## config.mk

```make
export PLATFORM = sky130hd
export DESIGN_NAME = unix_seconds_to_calendar
export DESIGN_NICKNAME = d
export VERILOG_FILES = /design/src/hw/rtl/ucal_pkg.sv /design/src/hw/rtl/ucal_day_split.sv /design/src/hw/rtl/ucal_tod.sv /design/src/hw/rtl/ucal_date.sv /design/src/hw/rtl/unix_seconds_to_calendar.sv
export SDC_FILE = /design/constraint.sdc
export NUM_CORES = 2
export LEC_CHECK = 0
export CAP_MARGIN = 30
export CELL_PAD_IN_SITES_DETAIL_PLACEMENT = 0
export CELL_PAD_IN_SITES_GLOBAL_PLACEMENT = 1
export CORE_ASPECT_RATIO = 2
export CORE_UTILIZATION = 59
export CTS_CLUSTER_DIAMETER = 120
export DETAILED_ROUTE_END_ITERATION = 8
export DONT_BUFFER_PORTS = 1
export PLACE_DENSITY_LB_ADDON = 0.1
export SYNTH_ARGS = -nofsm -noshare
export SYNTH_HDL_FRONTEND = slang
export SYNTH_SLANG_ARGS = --single-unit
export TNS_END_PERCENT = 5
```

## constraint.sdc

```tcl
create_clock -name clk -period 16.85 [get_ports clk]
set_clock_uncertainty 0.05 [all_clocks]
set_input_delay 0.8425 -clock clk [delete_from_list [all_inputs] [get_ports clk]]
set_output_delay 0.8425 -clock clk [all_outputs]
set_load 0.01 [all_outputs]
```

## src/hw/rtl/ucal_pkg.sv

```systemverilog
// ----------------------------------------------------------------------------
// Unix seconds to calendar: shared package
// Stage count, stage enable type, day-count constants and the fixed-point
// reciprocals used for every division by a constant in the datapath.
// ----------------------------------------------------------------------------
package ucal_pkg;

    // Number of register stages from input to result register.
    localparam int Stages = 9;

    typedef logic [Stages-1:0] stage_en_t;

    // Day count shift so that day zero is 0000-03-01, and era boundaries.
    localparam logic [19:0] DaysShift  = 20'd719468;
    localparam logic [19:0] Era4Start  = 20'd584388;
    localparam logic [19:0] Era5Start  = 20'd730485;
    localparam logic [17:0] EraLastDay = 18'd146096;

    // Reciprocals rounded up: for an n-bit dividend and a divisor below 2^m,
    // floor(x / d) equals (x * ceil(2^(n+m) / d)) >> (n+m) for every x.
    localparam logic [25:0] Recip675   = 26'(((64'd1 << 35) + 64'd674) / 64'd675);
    localparam logic [13:0] Recip225   = 14'(((64'd1 << 21) + 64'd224) / 64'd225);
    localparam logic [10:0] Recip15    = 11'(((64'd1 << 14) + 64'd14) / 64'd15);
    localparam logic [16:0] Recip7     = 17'(((64'd1 << 19) + 64'd6) / 64'd7);
    localparam logic [18:0] Recip1460  = 19'(((64'd1 << 29) + 64'd1459) / 64'd1460);
    localparam logic [18:0] Recip36524 = 19'(((64'd1 << 34) + 64'd36523) / 64'd36524);
    localparam logic [18:0] Recip365   = 19'(((64'd1 << 27) + 64'd364) / 64'd365);
    localparam logic [9:0]  Recip100   = 10'(((64'd1 << 16) + 64'd99) / 64'd100);
    localparam logic [11:0] Recip153   = 12'(((64'd1 << 19) + 64'd152) / 64'd153);

    // Day of the March-based year on which each month starts.
    function automatic logic [8:0] month_start(input logic [3:0] mp);
        logic [8:0] res;
        case (mp)
            4'd0:    res = 9'd0;
            4'd1:    res = 9'd31;
            4'd2:    res = 9'd61;
            4'd3:    res = 9'd92;
            4'd4:    res = 9'd122;
            4'd5:    res = 9'd153;
            4'd6:    res = 9'd184;
            4'd7:    res = 9'd214;
            4'd8:    res = 9'd245;
            4'd9:    res = 9'd275;
            4'd10:   res = 9'd306;
            4'd11:   res = 9'd337;
            default: res = 9'd0;
        endcase
        return res;
    endfunction

endpackage

```

## src/hw/rtl/ucal_day_split.sv

```systemverilog
// ----------------------------------------------------------------------------
// Unix seconds to calendar: day split
// Stages 0 and 1: splits seconds into day count and second of day, then the
// shifted day count into era and day of era, and starts the weekday division.
// ----------------------------------------------------------------------------
module ucal_day_split
(
    input  logic                clk,
    input  ucal_pkg::stage_en_t en,
    input  logic [31:0]         unix_seconds,
    output logic [16:0]         sod,
    output logic [17:0]         doe,
    output logic                era5,
    output logic [15:0]         days3,
    output logic [12:0]         wq
);

    // Stage 0: days = seconds / 86400, done as (seconds >> 7) / 675.
    logic [50:0] days_prod;
    logic [31:0] s0_secs_reg;
    logic [15:0] s0_days_reg;

    assign days_prod = 51'(unix_seconds[31:7]) * 51'(ucal_pkg::Recip675);

    always_ff @(posedge clk)
    begin
        if (en[0])
        begin
            s0_secs_reg <= unix_seconds;
            s0_days_reg <= days_prod[50:35];
        end
    end

    // Stage 1: second of day, era and day of era, weekday quotient.
    logic [24:0] days675;
    logic [24:0] rem675;
    logic [19:0] z;
    logic        era5_next;
    logic [19:0] doe_wide;
    logic [15:0] days3_next;
    logic [32:0] wq_prod;

    logic [16:0] s1_sod_reg;
    logic [17:0] s1_doe_reg;
    logic        s1_era5_reg;
    logic [15:0] s1_days3_reg;
    logic [12:0] s1_wq_reg;

    always_comb
    begin
        days675    = 25'(s0_days_reg) * 25'd675;
        rem675     = s0_secs_reg[31:7] - days675;
        z          = 20'(s0_days_reg) + ucal_pkg::DaysShift;
        era5_next  = (z >= ucal_pkg::Era5Start);
        doe_wide   = z - (era5_next ? ucal_pkg::Era5Start : ucal_pkg::Era4Start);
        days3_next = s0_days_reg + 16'd3;
        wq_prod    = 33'(days3_next) * 33'(ucal_pkg::Recip7);
    end

    always_ff @(posedge clk)
    begin
        if (en[1])
        begin
            s1_sod_reg   <= {rem675[9:0], s0_secs_reg[6:0]};
            s1_doe_reg   <= doe_wide[17:0];
            s1_era5_reg  <= era5_next;
            s1_days3_reg <= days3_next;
            s1_wq_reg    <= wq_prod[31:19];
        end
    end

    assign sod   = s1_sod_reg;
    assign doe   = s1_doe_reg;
    assign era5  = s1_era5_reg;
    assign days3 = s1_days3_reg;
    assign wq    = s1_wq_reg;

endmodule

```

## src/hw/rtl/ucal_tod.sv

```systemverilog
// ----------------------------------------------------------------------------
// Unix seconds to calendar: time of day
// Stages 2 to 8: hours, minutes and seconds from the second of the day,
// then delayed to line up with the date path.
// ----------------------------------------------------------------------------
module ucal_tod
(
    input  logic                clk,
    input  ucal_pkg::stage_en_t en,
    input  logic [16:0]         sod,
    output logic [4:0]          hours,
    output logic [5:0]          minutes,
    output logic [5:0]          seconds
);

    typedef struct packed {
        logic [4:0] hours;
        logic [5:0] minutes;
        logic [5:0] seconds;
    } tod_t;

    // Stage 2: hours = (sod >> 4) / 225.
    logic [26:0] h_prod;
    logic [16:0] s2_sod_reg;
    logic [4:0]  s2_hours_reg;

    assign h_prod = 27'(sod[16:4]) * 27'(ucal_pkg::Recip225);

    always_ff @(posedge clk)
    begin
        if (en[2])
        begin
            s2_sod_reg   <= sod;
            s2_hours_reg <= h_prod[25:21];
        end
    end

    // Stage 3: second of the hour.
    logic [16:0] h3600;
    logic [16:0] remh_wide;
    logic [4:0]  s3_hours_reg;
    logic [11:0] s3_remh_reg;

    assign h3600     = 17'(s2_hours_reg) * 17'd3600;
    assign remh_wide = s2_sod_reg - h3600;

    always_ff @(posedge clk)
    begin
        if (en[3])
        begin
            s3_hours_reg <= s2_hours_reg;
            s3_remh_reg  <= remh_wide[11:0];
        end
    end

    // Stage 4: minutes = (remh >> 2) / 15.
    logic [20:0] m_prod;
    logic [4:0]  s4_hours_reg;
    logic [11:0] s4_remh_reg;
    logic [5:0]  s4_min_reg;

    assign m_prod = 21'(s3_remh_reg[11:2]) * 21'(ucal_pkg::Recip15);

    always_ff @(posedge clk)
    begin
        if (en[4])
        begin
            s4_hours_reg <= s3_hours_reg;
            s4_remh_reg  <= s3_remh_reg;
            s4_min_reg   <= m_prod[19:14];
        end
    end

    // Stage 5: seconds, then stages 6 to 8 carry the result along.
    logic [11:0] m60;
    logic [11:0] sec_wide;
    tod_t        tod_next;
    tod_t        tod_reg [5:ucal_pkg::Stages-1];

    always_comb
    begin
        m60              = 12'(s4_min_reg) * 12'd60;
        sec_wide         = s4_remh_reg - m60;
        tod_next.hours   = s4_hours_reg;
        tod_next.minutes = s4_min_reg;
        tod_next.seconds = sec_wide[5:0];
    end

    always_ff @(posedge clk)
    begin
        if (en[5])
        begin
            tod_reg[5] <= tod_next;
        end
        for (int k = 6; k < ucal_pkg::Stages; k++)
        begin
            if (en[k])
            begin
                tod_reg[k] <= tod_reg[k-1];
            end
        end
    end

    assign hours   = tod_reg[ucal_pkg::Stages-1].hours;
    assign minutes = tod_reg[ucal_pkg::Stages-1].minutes;
    assign seconds = tod_reg[ucal_pkg::Stages-1].seconds;

endmodule

```

## src/hw/rtl/ucal_date.sv

```systemverilog
// ----------------------------------------------------------------------------
// Unix seconds to calendar: civil date
// Stages 2 to 8: year of era, day of year, month and day of month from the
// day of era, plus the weekday remainder.
// ----------------------------------------------------------------------------
module ucal_date
(
    input  logic                clk,
    input  ucal_pkg::stage_en_t en,
    input  logic [17:0]         doe,
    input  logic                era5,
    input  logic [15:0]         days3,
    input  logic [12:0]         wq,
    output logic [11:0]         year,
    output logic [3:0]          month,
    output logic [4:0]          day,
    output logic [2:0]          weekday
);

    // Stage 2: leap corrections doe / 1460, doe / 36524, last day of era, and the weekday.
    logic [36:0] a_prod;
    logic [36:0] b_prod;
    logic [15:0] wq7;
    logic [15:0] wrem;

    logic [17:0] s2_doe_reg;
    logic        s2_era5_reg;
    logic [6:0]  s2_a_reg;
    logic [2:0]  s2_b_reg;
    logic        s2_c_reg;
    logic [2:0]  s2_wd_reg;

    always_comb
    begin
        a_prod = 37'(doe) * 37'(ucal_pkg::Recip1460);
        b_prod = 37'(doe) * 37'(ucal_pkg::Recip36524);
        wq7    = 16'(wq) * 16'd7;
        wrem   = days3 - wq7;
    end

    always_ff @(posedge clk)
    begin
        if (en[2])
        begin
            s2_doe_reg  <= doe;
            s2_era5_reg <= era5;
            s2_a_reg    <= a_prod[35:29];
            s2_b_reg    <= b_prod[36:34];
            s2_c_reg    <= (doe == ucal_pkg::EraLastDay);
            s2_wd_reg   <= wrem[2:0] + 3'd1;
        end
    end

    // Stage 3: day of era with leap days taken out.
    logic [17:0] s3_doe_reg;
    logic        s3_era5_reg;
    logic [17:0] s3_t_reg;
    logic [2:0]  s3_wd_reg;

    always_ff @(posedge clk)
    begin
        if (en[3])
        begin
            s3_doe_reg  <= s2_doe_reg;
            s3_era5_reg <= s2_era5_reg;
            s3_t_reg    <= s2_doe_reg - 18'(s2_a_reg) + 18'(s2_b_reg) - 18'(s2_c_reg);
            s3_wd_reg   <= s2_wd_reg;
        end
    end

    // Stage 4: year of era = t / 365.
    logic [36:0] y_prod;
    logic [17:0] s4_doe_reg;
    logic        s4_era5_reg;
    logic [8:0]  s4_yoe_reg;
    logic [2:0]  s4_wd_reg;

    assign y_prod = 37'(s3_t_reg) * 37'(ucal_pkg::Recip365);

    always_ff @(posedge clk)
    begin
        if (en[4])
        begin
            s4_doe_reg  <= s3_doe_reg;
            s4_era5_reg <= s3_era5_reg;
            s4_yoe_reg  <= y_prod[35:27];
            s4_wd_reg   <= s3_wd_reg;
        end
    end

    // Stage 5: days before this year of era, without the century term.
    logic [18:0] q_prod;
    logic [17:0] s5_doe_reg;
    logic        s5_era5_reg;
    logic [8:0]  s5_yoe_reg;
    logic [17:0] s5_y365_reg;
    logic [1:0]  s5_q100_reg;
    logic [2:0]  s5_wd_reg;

    assign q_prod = 19'(s4_yoe_reg) * 19'(ucal_pkg::Recip100);

    always_ff @(posedge clk)
    begin
        if (en[5])
        begin
            s5_doe_reg  <= s4_doe_reg;
            s5_era5_reg <= s4_era5_reg;
            s5_yoe_reg  <= s4_yoe_reg;
            s5_y365_reg <= 18'(s4_yoe_reg) * 18'd365 + 18'(s4_yoe_reg[8:2]);
            s5_q100_reg <= q_prod[17:16];
            s5_wd_reg   <= s4_wd_reg;
        end
    end

    // Stage 6: day of the March-based year.
    logic [17:0] doy_wide;
    logic [8:0]  s6_doy_reg;
    logic        s6_era5_reg;
    logic [8:0]  s6_yoe_reg;
    logic [2:0]  s6_wd_reg;

    assign doy_wide = s5_doe_reg - (s5_y365_reg - 18'(s5_q100_reg));

    always_ff @(posedge clk)
    begin
        if (en[6])
        begin
            s6_doy_reg  <= doy_wide[8:0];
            s6_era5_reg <= s5_era5_reg;
            s6_yoe_reg  <= s5_yoe_reg;
            s6_wd_reg   <= s5_wd_reg;
        end
    end

    // Stage 7: March-based month = (5 * doy + 2) / 153.
    logic [10:0] mp_num;
    logic [22:0] mp_prod;
    logic [8:0]  s7_doy_reg;
    logic [3:0]  s7_mp_reg;
    logic        s7_era5_reg;
    logic [8:0]  s7_yoe_reg;
    logic [2:0]  s7_wd_reg;

    always_comb
    begin
        mp_num  = {s6_doy_reg, 2'b00} + 11'(s6_doy_reg) + 11'd2;
        mp_prod = 23'(mp_num) * 23'(ucal_pkg::Recip153);
    end

    always_ff @(posedge clk)
    begin
        if (en[7])
        begin
            s7_doy_reg  <= s6_doy_reg;
            s7_mp_reg   <= mp_prod[22:19];
            s7_era5_reg <= s6_era5_reg;
            s7_yoe_reg  <= s6_yoe_reg;
            s7_wd_reg   <= s6_wd_reg;
        end
    end

    // Stage 8: calendar fields. January and February belong to the next year.
    logic [8:0]  dom_wide;
    logic        jan_feb;
    logic [11:0] year_next;
    logic [3:0]  month_next;

    logic [11:0] s8_year_reg;
    logic [3:0]  s8_month_reg;
    logic [4:0]  s8_day_reg;
    logic [2:0]  s8_wd_reg;

    always_comb
    begin
        jan_feb    = (s7_mp_reg >= 4'd10);
        dom_wide   = s7_doy_reg - ucal_pkg::month_start(s7_mp_reg) + 9'd1;
        month_next = jan_feb ? (s7_mp_reg - 4'd9) : (s7_mp_reg + 4'd3);
        year_next  = 12'(s7_yoe_reg) + (s7_era5_reg ? 12'd2000 : 12'd1600)
                     + 12'(jan_feb);
    end

    always_ff @(posedge clk)
    begin
        if (en[8])
        begin
            s8_year_reg  <= year_next;
            s8_month_reg <= month_next;
            s8_day_reg   <= dom_wide[4:0];
            s8_wd_reg    <= s7_wd_reg;
        end
    end

    assign year    = s8_year_reg;
    assign month   = s8_month_reg;
    assign day     = s8_day_reg;
    assign weekday = s8_wd_reg;

endmodule

```

## src/hw/rtl/unix_seconds_to_calendar.sv

```systemverilog
// ----------------------------------------------------------------------------
// Unix seconds to calendar: top level
// Converts an unsigned 32-bit count of seconds since 1970-01-01 00:00:00
// into Gregorian year, month, day, weekday and time of day.
// ----------------------------------------------------------------------------
// Usage. The input channel (in_valid, in_ready, unix_seconds) takes one
// timestamp per transfer; the output channel (out_valid, out_ready and the
// seven calendar fields) gives exactly one result per timestamp, in order.
// Every 32-bit value is a valid timestamp; the latest falls in 2106.
// The nine register stages hold at most one constant multiplication on
// any path through a stage. When the receiver does not stall, throughput
// is one transfer per cycle on both channels.
// Reset clears every stage valid bit, so the pipeline comes up empty with
// in_ready high and out_valid low; the datapath registers are not reset.
// When the receiver stalls, the result register holds its item and each
// stage holds only while the stage after it is full, so empty slots close up
// and in_ready falls only once all nine stages hold items. No transfer is
// lost or repeated.
// ----------------------------------------------------------------------------
module unix_seconds_to_calendar
(
    input  logic        clk,
    input  logic        rst_n,
    input  logic        in_valid,
    output logic        in_ready,
    input  logic [31:0] unix_seconds,
    output logic        out_valid,
    input  logic        out_ready,
    output logic [11:0] year,
    output logic [3:0]  month,
    output logic [4:0]  day,
    output logic [2:0]  weekday,
    output logic [4:0]  hours,
    output logic [5:0]  minutes,
    output logic [5:0]  seconds
);

    // One valid bit per stage travels alongside the data.
    ucal_pkg::stage_en_t valid_reg;
    ucal_pkg::stage_en_t valid_next;
    ucal_pkg::stage_en_t stage_en;

    // A stage may load when it is empty or when the stage after it moves on.
    // The last stage looks at the receiver's ready.
    always_comb
    begin
        stage_en[ucal_pkg::Stages-1] = !valid_reg[ucal_pkg::Stages-1] || out_ready;
        for (int k = ucal_pkg::Stages - 2; k >= 0; k--)
        begin
            stage_en[k] = !valid_reg[k] || stage_en[k+1];
        end
    end

    always_comb
    begin
        valid_next = valid_reg;
        if (stage_en[0])
        begin
            valid_next[0] = in_valid;
        end
        for (int k = 1; k < ucal_pkg::Stages; k++)
        begin
            if (stage_en[k])
            begin
                valid_next[k] = valid_reg[k-1];
            end
        end
    end

    always_ff @(posedge clk or negedge rst_n)
    begin
        if (!rst_n)
        begin
            valid_reg <= '0;
        end
        else
        begin
            valid_reg <= valid_next;
        end
    end

    assign in_ready  = stage_en[0];
    assign out_valid = valid_reg[ucal_pkg::Stages-1];

    // Datapath: the day split feeds the time-of-day and date paths, which
    // both end in the result register at the last stage.
    logic [16:0] sod;
    logic [17:0] doe;
    logic        era5;
    logic [15:0] days3;
    logic [12:0] wq;

    ucal_day_split u_day_split
    (
        .clk          (clk),
        .en           (stage_en),
        .unix_seconds (unix_seconds),
        .sod          (sod),
        .doe          (doe),
        .era5         (era5),
        .days3        (days3),
        .wq           (wq)
    );

    ucal_tod u_tod
    (
        .clk     (clk),
        .en      (stage_en),
        .sod     (sod),
        .hours   (hours),
        .minutes (minutes),
        .seconds (seconds)
    );

    ucal_date u_date
    (
        .clk     (clk),
        .en      (stage_en),
        .doe     (doe),
        .era5    (era5),
        .days3   (days3),
        .wq      (wq),
        .year    (year),
        .month   (month),
        .day     (day),
        .weekday (weekday)
    );

    // With the result register empty, the ready chain must let a new
    // transfer in.
    assert property (@(posedge clk) disable iff (!rst_n)
        !out_valid |-> in_ready)
    else $error("in_ready low while the output stage is empty");

    // Every delivered date lies in the calendar.
    assert property (@(posedge clk) disable iff (!rst_n)
        out_valid |-> (year >= 12'd1970) && (year <= 12'd2106)
                      && (month >= 4'd1) && (month <= 4'd12)
                      && (day >= 5'd1) && (day <= 5'd31)
                      && (weekday >= 3'd1) && (weekday <= 3'd7))
    else $error("date field out of range");

    // February never has more than 29 days.
    assert property (@(posedge clk) disable iff (!rst_n)
        out_valid && (month == 4'd2) |-> (day <= 5'd29))
    else $error("February day out of range");

    // Time-of-day fields stay within a day.
    assert property (@(posedge clk) disable iff (!rst_n)
        out_valid |-> (hours <= 5'd23) && (minutes <= 6'd59) && (seconds <= 6'd59))
    else $error("time of day out of range");

endmodule
```

---- Word-level counts from Yosys, hierarchy flattened ----
Memory sizes are Yosys's and may differ from the RTL's. A register that Yosys moved wholly into a read port is not among the register bits.
Index checks and enable logic that the tools add are counted.
word-level totals
  memory bits (writable) .................. 68
  logic and storage cells ................. 127
  register bits after elaboration ......... 332
  memories ................................ 2
  output and inout port bits .............. 43
  bits of input ports ..................... 36
  bits in read-only memories .............. 144
operators by class
  $add $sub $neg .......................... 22
  equal/unequal tests ..................... 1
  muxes and demuxes ....................... 12
  magnitude comparators ................... 2
  reductions and logical operators ........ 18
  $mul .................................... 14
memory list
  memory           depth  width  rd ports  clocked after memory_dff  wr ports  RTL line        text
  (no name shown)  16     9      1         1                         0         ucal_pkg.sv:34  case (mp)
  u_tod.tod_reg    4      17     4         0                         4         ucal_tod.sv:78  tod_t tod_reg [5:ucal_pkg::Stages-1];
operators with widths
  cell                                                 number
  multiplier 18 x 16 -> 33 bit, second input constant  2
  multiplier 25 x 26 -> 51 bit, second input constant  1
  multiplier 18 x 19 -> 37 bit, second input constant  1
  multiplier 16 x 17 -> 32 bit, second input constant  1
  multiplier 13 x 14 -> 26 bit, second input constant  1
  multiplier 11 x 12 -> 23 bit, second input constant  1
  adder 16 x 20 -> 20 bit, second input constant       1
  >= comparator 20 bit, second input constant          1
  multiplier 10 x 11 -> 20 bit, second input constant  1
  adder 18 x 3 -> 18 bit                               1
  equality test 18 bit, second input constant          1
  two-way mux 18 bit                                   1
  subtractor 18 x 1 -> 18 bit                          1
  subtractor 18 bit                                    1
  subtractor 18 x 7 -> 18 bit                          1
  adder 16 x 2 -> 16 bit, second input constant        1
  multiplier 16 x 10 -> 10 bit, second input constant  1
  multiplier 9 x 6 -> 14 bit, second input constant    1
  multiplier 13 x 3 -> 3 bit, second input constant    1
  adder 12 x 1 -> 12 bit                               1
  adder 9 x 12 -> 12 bit                               1
  subtractor 12 bit                                    1
  adder 11 x 2 -> 11 bit, second input constant        1
  adder 11 x 9 -> 11 bit                               1
  20 further kinds                                     44

---- Logic depth before layout (Yosys ltp) ----
  depth in word-level cells ............... 10
  gate-level depth with buffers ........... 34
  depth with buffers taken out ............ 34

---- Hierarchy ----
From an unflattened synthesis, not the netlist that was laid out.
second synthesis, totals
  cells, all modules ...................... 4594
  area, all modules ....................... 52507.9 sq um
by module, submodules not included
  module                    cells each  area each (sq um)  instances  sequential area each (sq um)
  ucal_date                 2258        26436.6            1          5715.5
  ucal_day_split            1777        18302.6            1          2942.8
  ucal_tod                  527         7378.3             1          3573.4
  unix_seconds_to_calendar  32          390.4              1          225.2

---- Worst setup path after synthesis ----
No wires, ideal clock.
  path kind ............................... input-to-output
  start ................................... in out_ready
  end ..................................... out in_ready
  path buffers ............................ 0
  arrival ................................. 6484 ps
  path slack .............................. 9474 ps
  cell stages on the path ................. 7
  required time ........................... 15958 ps
  cells stage by stage .................... nand2b_1 -> nor2_1 -> nand3_1 -> nor2_1 -> nand3_1 -> inv_1 -> nand3_1
on the way
  word-level cells in the longest chain between the ends .. 9
ends and longest elaborated chain
  what                           RTL line                        text
  start: declaration             unix_seconds_to_calendar.sv:28  input logic out_ready,
  logical OR 1 bit               unix_seconds_to_calendar.sv:47  stage_en[ucal_pkg::Stages-1] = !valid_reg[ucal_pkg::Stages-1] || out_ready;
  logical OR 1 bit (3 in a row)  unix_seconds_to_calendar.sv:50  stage_en[k] = !valid_reg[k] || stage_en[k+1];
  net stage_en[5]                unix_seconds_to_calendar.sv:41  ucal_pkg::stage_en_t stage_en;
  logical OR 1 bit (3 in a row)  unix_seconds_to_calendar.sv:50
  net stage_en[2]                unix_seconds_to_calendar.sv:41
  logical OR 1 bit (2 in a row)  unix_seconds_to_calendar.sv:50
  end: declaration               unix_seconds_to_calendar.sv:25  output logic in_ready,
The timed path passes the listed nets, and every way through them passes these cells.

==> out/metrics.yaml <==
ant_nets: 0
drv_cap: 0
ys_seq_area_share_pct: 23.60
grt_pass1_vias: 32930
relSlewSlack_pct: 35.78
synth_area_sq_um: 49850
yosysTopAreaCell: "ha_1"
synth_warnings: 0
worst_path_max_delay_cell: "edfxtp_1"
grt_overflow: 0
h-tree-depth: 2
io_pins: 79
final_common_cell: "ha_1"
synth_ff_type: "edfxtp_1"
post-dp-hpwl_um: 92540
post_drt_via_cell_ratio: 5.406
r2r_slack_ps: 9390
largest_reg_flops: 68
worst-setup-path-type: "register to register"
rsz0062_at_grt: "no"
vias: 29290
cp_data_arrival_time_ps: 7850
dieWidth_um: 207.5
drive_gt1_share_pct: 2.849
syn_area_per_cell_sq_um: 11.68
clockRootBuffer: "clkbuf_16"
clkSinkCount: 395
cp-start-kind: "register"
fin_crit_ps: 7458
drv_slew: 0
numPortBuffers: 0
cts_made_buffers: 37
finalHoldViolations: 0
clkTransAtPathRegs_ps: 80
syn_nets: 6128
start_util_pct: 59.56
max_stage_delay_ps: 550
synthTopCellsByArea: "ha_1 29%, fa_1 27%, edfxtp_1 23%, inv_1 8.4%, xnor2_1 2.9%"
min_period_over_period_pct: 44.26
synth_edf_count: 381
routedWlPerCell_um: 19.48
track_usage_pct: 26.03
fmax_ghz: 0.1341
ys_types: 77
antenna_found_initial: 1
drt-initial-drc-count: 1007
drt_first_pass_iters: 7
status: "finished, final reports clean"
wl_um: 105500
setup-tns-final_ps: 0
synth-seq-cells: 395
hp-class: "input pin to register"
max_slew.worst_pin.slew_ps: 963.3
critical_path_peak_fanout: 8
die_area_sq_um: 85730
drc: 0
path_common_cell: "ha_1"
r2r-start: "u_date.s6_doy_reg[0]"
setup_viol: 0
reg2reg_depth: 33
netlist_instances: 4267
routabilityCongestion: 0.9108
synth_top_area_share_pct: 29.11
row_count: 150
core-area_sq_um: 83710
syn_to_final_growth_pct: 5.747
grt_pass1_wl_um: 169600
cp_data_required_time_ps: 17250
nets: 6185
synth-async-reset-ratio_pct: 2.278
die_y_um: 413.1
grt_max_degree: 53
cts-root-to-sink-buffers: 3
cts_tree: "yes"
layout_common_cells: "1160 x ha_1, 1121 x inv_1, 665 x fa_1"
cp-end-kind: "register"
critPathLaunch: "u_date.s6_doy_reg[0]"
cts-resized-gates: 0
clk_latency_ps: 570
-- per-stage QoR --
step / utilization [%] / instance area [sq um] / setup WS, ps / hold slack, ps / std cells
after global routing: 62.98 / 52720 / 8963 / 289.2 / 5418
after global placement: 61.35 / 51350 / 9429 / 350.9 / 5347
after CTS: 62.98 / 52720 / 9307 / 280.8 / 5417
after floorplan: - / 49850 / 9474 / 350.3 / 4267
final: 62.98 / 52720 / 9392 / 312.1 / 5418
after detailed placement: 61.37 / 51370 / 9315 / 354.5 / 5348
-- cell families (layout without fill, tap and decap cells) --
logic type               Yosys count  count (layout)  share of synthesized area [%]
flip-flops                       395             395                          23.60
other                              0               1                              0
XOR/XNOR                         217             217                          3.827
AND/OR/NAND/NOR                  323             323                          3.230
adder cells (fa/ha/maj)         1825            1825                          55.82
AO/OA/AOI/OAI                    374             374                          4.912
multiplexers                       4               4                         0.1079
buffers and inverters           1129            1215                          8.505
-- synthesized netlist by cell type, types with 24 or more instances --
cell type and n:
a21o_1 68, a21oi_1 116, edfxtp_1 381, fa_1 665
ha_1 1160, inv_1 1122, nand2_1 65, nand2b_1 24
nand3_1 30, nor2_1 92, nor2b_1 24, o21ai_0 61
xnor2_1 165, xor2_1 51
-- worst max-delay path, delay by kind of cell, from the launching register on --
family / cells / cell delay [ps]
flip-flops: 1 / 550
multiplexers: 1 / 180
AND/OR/NAND/NOR: 4 / 370
AO/OA/AOI/OAI: 14 / 2400
adder cells (fa/ha/maj): 8 / 3220
XOR/XNOR: 2 / 350
buffers and inverters: 4 / 220
-- metal layers --
layer / GRT usage, % / routed length, um
met1: 23.80 / 34260
met2: 55.36 / 63120
met3: 1.953 / 2144
met4: 13.37 / 6017
met5: 0 / 0
-- how the worst min path moves through the flow --
stage	start	endpoint	slack, ps	cells past startpoint
floorplan	u_day_split.era5	u_date.s2_era5_reg	350	0
global placement	u_day_split.s0_secs_reg[4]	u_day_split.sod[4]	350	0
detailed placement	u_date.s3_doe_reg[0]	u_date.s4_doe_reg[0]	350	0
CTS	unix_seconds[4]	u_day_split.s0_secs_reg[4]	280	0
global route	unix_seconds[6]	u_day_split.s0_secs_reg[6]	290	0
finish	unix_seconds[4]	u_day_split.s0_secs_reg[4]	310	0
-- area by class of cell --
type | instances | area, sq um
Tap cell | 1064 | 1331
Clock inverter | 28 | 399.1
Fill cell | 6806 | 30990
Multi-Input combinational cell | 2743 | 33870
Antenna cell | 1 | 2.502
Clock buffer | 40 | 937.1
Inverter | 1123 | 4215
Sequential cell | 395 | 11770
Timing Repair Buffer | 24 | 195.2
-- timing repair --
action | in CTS | in global routing
hold buffers | 1 | 0
endpoints found under the hold margin | 9 | 0
setup buffers | 0 | 0
Power is left out: the tool's default activity adds up to more than one toggle a clock period on the data nets, which glitch-free logic cannot reach.
